**src/design/lca_pkg.sv**
```systemverilog
// Shared constants and types for the Life generation step block.
// Used by life_cellular_automaton_step; no dependencies.
package lca_pkg;

    // Frame size limits and reset sizes
    localparam int MAX_WIDTH_DEFAULT = 256;
    localparam int MAX_HEIGHT        = 1024;
    localparam int WIDTH_RESET       = 240;
    localparam int HEIGHT_RESET      = 160;
    localparam int MIN_SIZE          = 3;

    // Register field widths
    localparam int FRAME_WIDTH_W  = 9;
    localparam int FRAME_HEIGHT_W = 11;
    localparam int CFG_DATA_W     = 11;
    localparam int ROW_W          = 10;

    // Line store entry: {older row, newer row}
    localparam int LINE_W = 2;

    // Rule B3/S23 counts
    localparam logic [3:0] BIRTH_COUNT   = 4'd3;
    localparam logic [3:0] SURVIVE_COUNT = 4'd2;

    typedef enum logic [0:0] {
        CFG_FRAME_WIDTH  = 1'b0,
        CFG_FRAME_HEIGHT = 1'b1
    } cfg_index_t;

endpackage

```
**src/design/lca_ram.sv**
```systemverilog
// Generic single-clock RAM: one write port, one read port, registered read.
// Read returns the old contents when read and write hit the same entry.
// Standalone; depends on no package.
module lca_ram #(
    parameter int WIDTH = 2,
    parameter int DEPTH = 256
) (
    input  logic                     clk,
    input  logic                     we,
    input  logic [$clog2(DEPTH)-1:0] waddr,
    input  logic [WIDTH-1:0]         wdata,
    input  logic                     re,
    input  logic [$clog2(DEPTH)-1:0] raddr,
    output logic [WIDTH-1:0]         rdata
);

    logic [WIDTH-1:0] mem [DEPTH];
    logic [WIDTH-1:0] rdata_reg;

    always_ff @(posedge clk)
    begin
        if (we)
        begin
            mem[waddr] <= wdata;
        end
        if (re)
        begin
            rdata_reg <= mem[raddr];
        end
    end

    assign rdata = rdata_reg;

endmodule

```
**src/design/life_cellular_automaton_step.sv**
```systemverilog
// Top level of the Life (B3/S23) generation step over a raster cell stream.
// Depends on lca_pkg and lca_ram (line store memory).
//
//  channel | direction | handshake              | payload
//  --------+-----------+------------------------+---------------------------
//  in      | input     | in_valid / in_ready    | cell_alive, frame_start
//  out     | output    | out_valid / out_ready  | next_alive, frame_end
//  cfg     | input     | cfg_write (no wait)    | cfg_index, cfg_data
//
// One cell transfer per clock sustained while the output is not stalled; a result
// passes from the stage 1 registers into the output register and leaves from there. The
// rate is set by the line store RAM: one read at the transfer, one write back
// when stage 1 advances.
// Reset (rst_n, async low) clears position, window, pipeline and output valid;
// the line store is not cleared and needs no clearing pass.
// A stalled output holds the pipeline stage and in turn drops in_ready.
module life_cellular_automaton_step #(
    parameter int MAX_WIDTH = lca_pkg::MAX_WIDTH_DEFAULT
) (
    input  logic                            clk,
    input  logic                            rst_n,

    input  logic                            in_valid,
    output logic                            in_ready,
    input  logic                            cell_alive,
    input  logic                            frame_start,

    output logic                            out_valid,
    input  logic                            out_ready,
    output logic                            next_alive,
    output logic                            frame_end,

    input  logic                            cfg_write,
    input  logic [0:0]                      cfg_index,
    input  logic [lca_pkg::CFG_DATA_W-1:0]  cfg_data
);

    localparam int COL_W = $clog2(MAX_WIDTH);
    localparam int CMP_W = 14;
    localparam int ROW_W = lca_pkg::ROW_W;
    localparam int RESET_W =
        (lca_pkg::WIDTH_RESET > MAX_WIDTH) ? MAX_WIDTH : lca_pkg::WIDTH_RESET;
    localparam logic [COL_W-1:0] RESET_LAST_COL = COL_W'(RESET_W - 1);
    localparam logic [ROW_W-1:0] RESET_LAST_ROW = ROW_W'(lca_pkg::HEIGHT_RESET - 1);
    localparam logic [CMP_W-1:0] MAX_W_CMP = CMP_W'(MAX_WIDTH);
    localparam logic [CMP_W-1:0] MAX_H_CMP = CMP_W'(lca_pkg::MAX_HEIGHT);
    localparam logic [CMP_W-1:0] MIN_CMP   = CMP_W'(lca_pkg::MIN_SIZE);

    // ------------------------------------------------------------------
    // Configuration: keep the clamped last column / last row indexes
    // ------------------------------------------------------------------
    logic [COL_W-1:0] last_col_reg, last_col_next;
    logic [ROW_W-1:0] last_row_reg, last_row_next;
    logic [CMP_W-1:0] cfg_w_val, cfg_h_val;

    assign cfg_w_val = CMP_W'(cfg_data[lca_pkg::FRAME_WIDTH_W-1:0]);
    assign cfg_h_val = CMP_W'(cfg_data[lca_pkg::FRAME_HEIGHT_W-1:0]);

    always_comb
    begin
        last_col_next = last_col_reg;
        last_row_next = last_row_reg;
        if (cfg_write)
        begin
            case (cfg_index)
                lca_pkg::CFG_FRAME_WIDTH:
                begin
                    if (cfg_w_val < MIN_CMP)
                        last_col_next = COL_W'(lca_pkg::MIN_SIZE - 1);
                    else if (cfg_w_val > MAX_W_CMP)
                        last_col_next = COL_W'(MAX_WIDTH - 1);
                    else
                        last_col_next = COL_W'(cfg_w_val - CMP_W'(1));
                end
                lca_pkg::CFG_FRAME_HEIGHT:
                begin
                    if (cfg_h_val < MIN_CMP)
                        last_row_next = ROW_W'(lca_pkg::MIN_SIZE - 1);
                    else if (cfg_h_val > MAX_H_CMP)
                        last_row_next = ROW_W'(lca_pkg::MAX_HEIGHT - 1);
                    else
                        last_row_next = ROW_W'(cfg_h_val - CMP_W'(1));
                end
                default:
                begin
                    last_col_next = last_col_reg;
                end
            endcase
        end
    end

    // ------------------------------------------------------------------
    // Stage 0: position, border masking, line store read issue
    // ------------------------------------------------------------------
    logic [COL_W-1:0] col_reg, col_next;
    logic [ROW_W-1:0] row_reg, row_next;
    logic [COL_W-1:0] c0;
    logic [ROW_W-1:0] r0;
    logic             border0;
    logic             cur0;
    logic             emit0;
    logic             fend0;
    logic             in_xfer;

    assign c0      = frame_start ? '0 : col_reg;
    assign r0      = frame_start ? '0 : row_reg;
    assign border0 = (c0 == '0) || (c0 >= last_col_reg) ||
                     (r0 == '0) || (r0 >= last_row_reg);
    assign cur0    = cell_alive & ~border0;
    assign emit0   = (c0 >= COL_W'(2)) && (c0 <= last_col_reg) &&
                     (r0 >= ROW_W'(2)) && (r0 <= last_row_reg);
    assign fend0   = (r0 == last_row_reg) && (c0 == last_col_reg);
    assign in_xfer = in_valid && in_ready;

    // Advance the raster position; wrap the row at the last column
    always_comb
    begin
        col_next = col_reg;
        row_next = row_reg;
        if (in_xfer)
        begin
            if (c0 >= last_col_reg)
            begin
                col_next = '0;
                row_next = (r0 >= last_row_reg) ? '0 : r0 + ROW_W'(1);
            end
            else
            begin
                col_next = c0 + COL_W'(1);
                row_next = r0;
            end
        end
    end

    // ------------------------------------------------------------------
    // Stage 1: read data back, write line store, slide the window
    // ------------------------------------------------------------------
    logic                       s1_valid_reg, s1_valid_next;
    logic [COL_W-1:0]           s1_col_reg;
    logic                       s1_cur_reg;
    logic                       s1_emit_reg;
    logic                       s1_fend_reg;
    logic                       s1_adv;
    logic                       byp_valid_reg, byp_valid_next;
    logic [lca_pkg::LINE_W-1:0] byp_data_reg;
    logic [lca_pkg::LINE_W-1:0] ram_rdata;
    logic [lca_pkg::LINE_W-1:0] line_rd;
    logic [lca_pkg::LINE_W-1:0] line_wr;
    logic [8:0]                 win_reg, win_next;
    logic                       top1, mid1;

    logic out_valid_reg, out_valid_next;
    logic next_alive_reg;
    logic frame_end_reg;

    // Advance stage 1 only when the output register can take a result
    assign s1_adv   = s1_valid_reg && (!out_valid_reg || out_ready);
    assign in_ready = !s1_valid_reg || s1_adv;

    assign s1_valid_next = in_xfer ? 1'b1 : (s1_adv ? 1'b0 : s1_valid_reg);

    // Forward the entry written at the same edge as the read of that entry
    assign byp_valid_next = in_xfer ? (s1_adv && (s1_col_reg == c0)) : byp_valid_reg;

    assign line_rd = byp_valid_reg ? byp_data_reg : ram_rdata;
    assign top1    = line_rd[1];
    assign mid1    = line_rd[0];
    assign line_wr = {mid1, s1_cur_reg};

    // Newest column in the top bits; bit 0 of a column is the upper row
    assign win_next = s1_adv ? {s1_cur_reg, mid1, top1, win_reg[8:3]} : win_reg;

    lca_ram #(
        .WIDTH (lca_pkg::LINE_W),
        .DEPTH (MAX_WIDTH)
    ) u_line_store (
        .clk   (clk),
        .we    (s1_adv),
        .waddr (s1_col_reg),
        .wdata (line_wr),
        .re    (in_xfer),
        .raddr (c0),
        .rdata (ram_rdata)
    );

    // Neighbor count and B3/S23 rule on the updated window
    logic [3:0] nbr_count;
    logic       rule_alive;

    always_comb
    begin
        nbr_count = '0;
        for (int i = 0; i < 9; i++)
        begin
            if (i != 4)
                nbr_count = nbr_count + 4'(win_next[i]);
        end
        rule_alive = (nbr_count == lca_pkg::BIRTH_COUNT) ||
                     (win_next[4] && (nbr_count == lca_pkg::SURVIVE_COUNT));
    end

    assign out_valid_next = (s1_adv && s1_emit_reg) ? 1'b1 :
                            (out_ready ? 1'b0 : out_valid_reg);

    // ------------------------------------------------------------------
    // Registers
    // ------------------------------------------------------------------
    always_ff @(posedge clk or negedge rst_n)
    begin
        if (!rst_n)
        begin
            last_col_reg  <= RESET_LAST_COL;
            last_row_reg  <= RESET_LAST_ROW;
            col_reg       <= '0;
            row_reg       <= '0;
            s1_valid_reg  <= 1'b0;
            byp_valid_reg <= 1'b0;
            win_reg       <= '0;
            out_valid_reg <= 1'b0;
        end
        else
        begin
            last_col_reg  <= last_col_next;
            last_row_reg  <= last_row_next;
            col_reg       <= col_next;
            row_reg       <= row_next;
            s1_valid_reg  <= s1_valid_next;
            byp_valid_reg <= byp_valid_next;
            win_reg       <= win_next;
            out_valid_reg <= out_valid_next;
        end
    end

    // Payload registers: no reset
    always_ff @(posedge clk)
    begin
        if (in_xfer)
        begin
            s1_col_reg   <= c0;
            s1_cur_reg   <= cur0;
            s1_emit_reg  <= emit0;
            s1_fend_reg  <= fend0;
            byp_data_reg <= line_wr;
        end
        if (s1_adv && s1_emit_reg)
        begin
            next_alive_reg <= rule_alive;
            frame_end_reg  <= s1_fend_reg;
        end
    end

    assign out_valid  = out_valid_reg;
    assign next_alive = next_alive_reg;
    assign frame_end  = frame_end_reg;

`ifndef SYNTHESIS
    a_byp_on_same_entry: assert property (@(posedge clk) disable iff (!rst_n)
        (in_xfer && s1_adv && (s1_col_reg == c0)) |=> byp_valid_reg)
        else $error("same-entry read after write not forwarded");

    a_ready_when_empty: assert property (@(posedge clk) disable iff (!rst_n)
        !s1_valid_reg |-> in_ready)
        else $error("input stalled with empty pipeline stage");

    a_emit_reaches_out: assert property (@(posedge clk) disable iff (!rst_n)
        (s1_adv && s1_emit_reg) |=> out_valid_reg)
        else $error("emitted result lost before output register");

    a_stall_holds_stage: assert property (@(posedge clk) disable iff (!rst_n)
        (s1_valid_reg && !s1_adv) |=> (s1_valid_reg && $stable(s1_col_reg)))
        else $error("stage 1 item changed while stalled");
`endif

endmodule
```
**config.mk**
```make
export PLATFORM = sky130hd
export DESIGN_NAME = life_cellular_automaton_step
export DESIGN_NICKNAME = d
export VERILOG_FILES = /design/src/design/lca_pkg.sv /design/src/design/lca_ram.sv /design/src/design/life_cellular_automaton_step.sv
export SDC_FILE = /design/constraint.sdc
export NUM_CORES = 1
export LEC_CHECK = 0
export BUFFER_PORTS_ARGS = -buffer_cell sky130_fd_sc_hd__buf_2
export CAP_MARGIN = 20
export CORE_ASPECT_RATIO = 0.6
export CORE_MARGIN = 5
export CORE_UTILIZATION = 59
export CTS_BUF_LIST = sky130_fd_sc_hd__clkbuf_4
export DETAILED_ROUTE_END_ITERATION = 16
export PLACE_DENSITY = 0.76
export SLEW_MARGIN = 40
export SYNTH_ARGS = -nofsm -noshare
export SYNTH_HDL_FRONTEND = slang
export SYNTH_HIERARCHICAL = 1
export SYNTH_SLANG_ARGS = --single-unit
```
**constraint.sdc**
```tcl
create_clock -name clk -period 5.4 [get_ports clk]
set_input_delay 1.08 -clock clk [delete_from_list [all_inputs] [get_ports clk]]
set_output_delay 1.08 -clock clk [all_outputs]
set_load 0.05 [all_outputs]
```
**After elaboration in Yosys (flattened, before gate mapping)**

Memory sizes are Yosys's and may differ from the RTL's. A register that Yosys moved wholly into a read port is not among the register bits.
Index checks and enable logic that the tools add are counted.

- Flip-flop bits (word level): 63
- Bits in writable memories: 512
- Bits of input ports: 19
- Output and inout port bits: 4
- Word-level logic and storage cells: 85
- Memories kept: 1

- Add/subtract/negate cells: 11
- $lt $le $gt $ge: 10
- Equal/unequal tests: 5
- Muxes and demuxes: 17
- Bitwise logic cells: 3
- Reduce and logical (&&, ||, !) cells: 23

Memories:

| name | words | bits a word | rd ports | clocked after memory_dff | wr ports | line | RTL |
|---|---|---|---|---|---|---|---|
| u_line_store.mem | 256 | 2 | 1 | 1 | 1 | lca_ram.sv:17 | `logic [WIDTH-1:0] mem [DEPTH];` |

Operator list:

| operator | number |
|---|---|
| 10-bit two-way mux | 5 |
| 8-bit two-way mux | 4 |
| 4-bit by 1-bit adder with 4-bit output | 4 |
| 8-bit equality test | 2 |
| 11-bit greater-than comparator (second input constant) | 1 |
| 11-bit by 2-bit < comparator with 1-bit output (second input constant) | 1 |
| 10-bit by 1-bit adder with 10-bit output (second input constant) | 1 |
| 10-bit equality test | 1 |
| 10-bit greater-or-equal comparator | 1 |
| 10-bit by 2-bit greater-or-equal comparator with 1-bit output (second input constant) | 1 |
| 10-bit less-or-equal comparator | 1 |
| 10-bit logical NOT | 1 |
| 10-bit by 1-bit subtractor with 10-bit output (second input constant) | 1 |
| 9-bit greater-than comparator (second input constant) | 1 |
| 1-bit logical AND | 9 |
| 9-bit by 2-bit < comparator with 1-bit output (second input constant) | 1 |
| 9-bit two-way mux | 1 |
| 8-bit by 1-bit adder with 8-bit output (second input constant) | 1 |
| 4-bit by 2-bit equality test with 1-bit output (second input constant) | 2 |
| 8-bit by 2-bit greater-or-equal comparator with 1-bit output (second input constant) | 1 |
| 8-bit greater-or-equal comparator | 1 |
| 8-bit less-or-equal comparator | 1 |
| 8-bit logical NOT | 1 |
| 8-bit by 1-bit subtractor with 8-bit output (second input constant) | 1 |
| other kinds (11) | 25 |

**Logic depth before layout (Yosys ltp)**

- Depth after elaboration: 14
- Gate-level depth with buffers: 14
- Depth with buffers taken out: 14

**Modules after synthesis**

Netlist, hierarchy kept.

By module, submodules not included:

| module | instances | cells each | area an instance (um^2) | sequential area each (um^2) |
|---|---|---|---|---|
| lca_ram | 1 | 1,242 | 21,401.8 | 15,434.8 |
| life_cellular_automaton_step | 1 | 408 | 3,927.5 | 1,667.8 |

**Worst setup path after synthesis**

No wires, ideal clock.

- Path kind: reg-to-reg
- From: reg s1_cur_reg
- To: reg next_alive_reg, in the netlist next_alive (data pin)
- Setup time: 0.256 ns
- Arrival time: 5.397 ns
- Required time: 5.144 ns
- Path slack: -0.253 ns
- Cell stages (with the launch flop): 9
- Buffers on the path: 0
- Clock period less this slack: 5.653 ns
- Cells stage by stage: edfxtp_1 -> mux2i_1 -> fa_1 -> inv_1 -> ha_1 -> fa_1 -> nand3_1 -> o21ai_0 -> o211a_1

- Longest elaborated chain between the ends: 5
- Elaborated cells on any way between the ends: 6
- Classes of those cells: add/sub: 1; eq/ne: 2; mux: 1; reduce/logical: 2

Ends and longest elaborated chain:

| what | line | RTL |
|---|---|---|
| from (decl) | life_cellular_automaton_step.sv:140 | `logic s1_cur_reg;` |
| from (signal assigned) | life_cellular_automaton_step.sv:240 | `s1_cur_reg <= cur0;` |
| 9-bit two-way mux * | life_cellular_automaton_step.sv:171 | `assign win_next = s1_adv ? {s1_cur_reg, mid1, top1, win_reg[8:3]} : win_reg;` |
| 4-bit by 1-bit adder with 4-bit output * | life_cellular_automaton_step.sv:196 | `nbr_count = nbr_count + 4'(win_next[i]);` |
| 4-bit by 2-bit equality test with 1-bit output | life_cellular_automaton_step.sv:199 | `(win_next[4] && (nbr_count == lca_pkg::SURVIVE_COUNT));` |
| 1-bit logical AND | life_cellular_automaton_step.sv:199 |  |
| 1-bit logical OR * | life_cellular_automaton_step.sv:198 | `rule_alive = (nbr_count == lca_pkg::BIRTH_COUNT) \|\|` |
| via rule_alive | life_cellular_automaton_step.sv:188 | `logic rule_alive;` |
| to (signal assigned) | life_cellular_automaton_step.sv:247 | `next_alive_reg <= rule_alive;` |
| to (decl) | life_cellular_automaton_step.sv:153 | `logic next_alive_reg;` |

Mark *: on every way through the listed nets, which the timed path passes. The rest lies on a longest branch.
A chain may end at the register's enable or synchronous reset.

**Worst setup path in the final report**

- From: reg out_valid_reg, in the netlist out_valid
- To: reg next_alive_reg, in the netlist next_alive (data pin)

- Longest elaborated chain between the ends: 14
- Elaborated cells on any way between the ends: 15
- Classes of those cells: add/sub: 7; eq/ne: 2; mux: 1; reduce/logical: 5

Ends and longest elaborated chain:

| what | line | RTL |
|---|---|---|
| from (decl) | life_cellular_automaton_step.sv:152 | `logic out_valid_reg, out_valid_next;` |
| from (signal assigned) | life_cellular_automaton_step.sv:230 | `out_valid_reg <= out_valid_next;` |
| 1-bit logical NOT * | life_cellular_automaton_step.sv:157 | `assign s1_adv = s1_valid_reg && (!out_valid_reg \|\| out_ready);` |
| 1-bit logical OR * | life_cellular_automaton_step.sv:157 |  |
| 1-bit logical AND * | life_cellular_automaton_step.sv:157 |  |
| via s1_adv | life_cellular_automaton_step.sv:143 | `logic s1_adv;` |
| 9-bit two-way mux * | life_cellular_automaton_step.sv:171 |  |
| via win_next[0] | life_cellular_automaton_step.sv:149 | `logic [8:0] win_reg, win_next;` |
| 1-bit by 1-bit adder with 2-bit output * | life_cellular_automaton_step.sv:196 |  |
| 2-bit by 1-bit adder with 3-bit output * | life_cellular_automaton_step.sv:196 |  |
| 3-bit by 1-bit adder with 4-bit output * | life_cellular_automaton_step.sv:196 |  |
| 4-bit by 1-bit adder with 4-bit output * (4 in a row) | life_cellular_automaton_step.sv:196 |  |
| 4-bit by 2-bit equality test with 1-bit output | life_cellular_automaton_step.sv:199 |  |
| 1-bit logical AND | life_cellular_automaton_step.sv:199 |  |
| 1-bit logical OR * | life_cellular_automaton_step.sv:198 |  |
| via rule_alive | life_cellular_automaton_step.sv:188 |  |

Marks and branches as above.

==> summary.md <==
| Metric | Value |
|---|---|
| Result of the run | finished clean |
| Die outline area | roughly 0.047 mm^2 |
| CTS Hold Bufs | 0 |
| Final Core Density | between 60 and 70% |
| Average wire length per cell after detail routing | between 20 and 30 um |
| RSZ-0062 raised after global routing | no |
| Number of enable-type register cells in the synthesized netlist | around 530 |
| Initial cell density of the core | between 60 and 70% |
| TritonCTS clock tree | built |
| Clock insertion delay at the later pin of the skew report | about 0.83 ns |
| Number of CTS-inserted buffers | ~130 |
| Cell type with the highest occurrence count on the critical path | fa_1 |
| Vias | 15679 |
| Library cell occupying the most area in the post-synthesis netlist | edfxtp_1 |
| Peak per-stage delay on the critical path | ~0.55 ns |
| Combined area of all synthesized cells | 0.0253 mm^2 |
| Data required time of the worst path | 5.97 ns |
| Standard-cell row count | 58 |
| Total I/O pin count | 23 |
| Kind of path behind the tightest hold check | in2async |
| Number of iterations in the first detailed-routing pass | 5 |
| Yosys top cell area share | 62.7% |
| H-tree depth | 4 |
| Final total negative setup slack | 0 ns |
| Flops & latches, synth | ~580 |
| Number of flip-flops under the largest register name | between 500 and 600 |
| Overall overflow remaining after global route | 0 |
| P_int | a little over 7 mW |
| Placeable core region | ~0.042 mm^2 |
| Worst slew slack as a fraction of its limit | 40.8% |
| Post-synth net total | around 1700 |
| Yosys cell types | 90 |
| Total power divided by cell area | 348 mW/mm^2 |
| Crit-path slowest cell | fa_1 |
| Filler cell count in the final layout | a little under 3000 |
| Placement-stage cell area | roughly 0.026 mm^2 |
| Leak Pwr | between 9 and 10 nW |
| Switching Share | around 25% |
| Share of the clock period used by the worst path | 69.8% |
| Number of max-cap violations | 0 |
| RD Place Congestion | about 0.87 |
| Port buffer count | 22 |
| Vertical die dimension | 170 um |
| Post-Route Hold Slack | 0.183 ns |
| HPWL reported at the end of detailed placement | 39000 um |
| Gr usage total | between 20% and 30% |
| Setup fix buffers added after clock tree synthesis | 0 |
| Critical path fanouts, max | 8 |
| Clock skew after layout | around 0.042 ns |
| Violation count after the first detailed-route iteration | ~2500 |
| Cell-by-cell listing of the critical path | nand2b_1 > nand2_1 > inv_2 > mux2_2 > fa_1 > inv_1 > fa_1 > fa_1 > inv_1 > ha_2 > fa_2 > nand3_1 > o21ai_1 > o211a_1 |
| Post-DR vias/cell | approximately 6.5 |
| Minimum clock period | roughly 3.8 ns |
| Combinational share of power | 11.1% |
| Kind of launch point of the worst setup path | flip-flop |
| Sequential Power Share | between 50% and 60% |
| P_sw | roughly 2.4 mW |
| Vias in the first global route | between 15000 and 20000 |
| Hold violation total from the final report | 0 |
| Top-count cell post-synth | edfxtp_1 |
| Pin count of the biggest net entering global routing | between 100 and 150 |
| Antenna violation net count after detailed routing | 0 |
| Post-CTS clock slew at the launch and capture registers of the worst setup and hold paths | approximately 0.070 ns |
| Portion of total power attributed to the clock network | a little over a third |
| Layout-stage area growth over the synthesis result | 9.29% |
| Most frequent cells after synthesis | edfxtp_1 (529), nor2_1 (284), mux4_2 (82) |
| Syn Area/Cell | 15.4 um^2 |
| Critical path class | reg2reg |
| Prevailing post-synth register cell | edfxtp_1 |
| Worst reg2reg path depth | 14 |
| Horizontal die dimension | approximately 280 um |
| Capturing element type of the critical path | flip-flop |
| Final setup violation count | 0 |
| Asr flop ratio synth | ~8.3% |
| Post-layout instance area | between 0.02 and 0.03 mm^2 |
| Synth Instances | 1650 |
| Number of antenna violations at the first check in global routing | 1 |
| Final Slew Violations | 0 |
| Worst-Margin Slew | between 0.8 and 0.9 ns |
| CP arrival | around 4.3 ns |
| Biggest area contributors in the synthesized netlist | edfxtp_1 (63%), mux4_2 (7.3%), nor2_1 (4.2%) |
| Power Total | roughly 9.6 mW |
| Cells resized by post-CTS repair | 0 |
| First-pass GRT wire length | between 90000 and 100000 um |
| Peak VDD IR | ~270 uV |
| Total detailed-routing wirelength | around 63000 um |
| Share of post-route cells with drive strength above 1 | 22.5% |
| Number of warning messages in the yosys log | 6 |
| TritonCTS Sinks | a little under 600 |
| Detailed-route DRC error count | 0 |
| Achievable Freq | about 270 MHz |
| Register area share after synthesis | ~68% |
| Cell chosen for the clock root | clkbuf_4 |
| Maximum clock insertion buffer count | 3 |
| Number of nets in the final layout | approximately 1800 |
==> stage by stage <==
step                instances  worst slack, ns
detailed placement       2180            0.828
global placement         2175            0.848
CTS                      2406             1.64
floorplan                1650         -0.00513
finish                   2408             1.63
global route             2408             1.48
==> kinds of logic after synthesis <==
kind of cell,synth area share (%)
AND/OR/NAND/NOR,8.61
flip-flops,67.5
multiplexers,12.6
AO/OA/AOI/OAI,5.74
XOR/XNOR,0.553
adder cells (fa/ha/maj),1.75
buffers and inverters,3.27
==> final cells by class <==
| cell class | instances | area [um^2] | area share (%) |
|---|---|---|---|
| Multi-Input combinational cell | 923 | 7480 | 27.0 |
| Tap cell | 570 | 713 | 2.58 |
| Antenna cell | 1 | 2.50 | 0.00904 |
| Inverter | 47 | 176 | 0.637 |
| Timing Repair Buffer | 64 | 534 | 1.93 |
| Clock buffer | 196 | 1470 | 5.32 |
| Sequential cell | 577 | 17100 | 61.8 |
| Clock inverter | 30 | 200 | 0.723 |
==> per-layer routing <==
layer / share of wire, % / GRT usage, % / up-vias
met2: 41 / 36.1 / 1072
li1: - / - / 6631
met4: 2.2 / 7.41 / 0
met3: 15 / 8.78 / 145
met1: 42 / 41.8 / 7831
met5: 0 / 0 / -
==> worst max-delay path: cells and delay by family (launching register included) <==
| kind | cells | cell delay (ns) |
|---|---|---|
| AO/OA/AOI/OAI | 2 | 0.17 |
| adder cells (fa/ha/maj) | 5 | 2.04 |
| buffers and inverters | 3 | 0.20 |
| flip-flops | 1 | 0.39 |
| multiplexers | 1 | 0.36 |
| AND/OR/NAND/NOR | 3 | 0.36 |
==> power groups by stage <==
stage / sequential (mW) / combinational (mW) / clock, mW
6_report: 5.06 / 1.07 / 3.50
3_3_place_gp: 5.15 / 0.997 / 0
2_1_floorplan: 5.18 / 0.732 / 0
3_5_place_dp: 5.15 / 1.05 / 0
5_1_grt: 5.06 / 1.14 / 3.82
4_1_cts: 5.06 / 1.05 / 3.56
==> worst paths after layout <==
| path | from | to | slack, ns |
|---|---|---|---|
| worst max-delay path | out_valid$_DFFE_PN0P_ | next_alive$_DFFE_PP_ | 1.63 |
| worst min-delay path | rst_n | last_row_reg[9]$_DFFE_PN0P_ | 0.18 |
| worst max register to register | out_valid$_DFFE_PN0P_ | next_alive$_DFFE_PP_ | 1.63 |
| worst min register to register | last_row_reg[3]$_DFFE_PN1P_ | last_row_reg[3]$_DFFE_PN1P_ | 0.46 |
| max in group asynchronous | rst_n | win_reg[5]$_DFF_PN0_ | 4.42 |
| min in group clk | last_row_reg[3]$_DFFE_PN1P_ | last_row_reg[3]$_DFFE_PN1P_ | 0.46 |
==> placed cells by master (no fill, tap or decap), drive strengths merged, types with 22 or more instances in the layout <==
cell type	count
a21oi	22
buf	64
clkbuf	196
clkinv	22
dfrtp	35
edfxtp	529
ha	29
inv	50
mux2i	65
mux4	102
nand2	76
nand3	38
nor2	284
nor2b	27
o21ai	56
No activity file was read; power rests on OpenSTA's default activity.
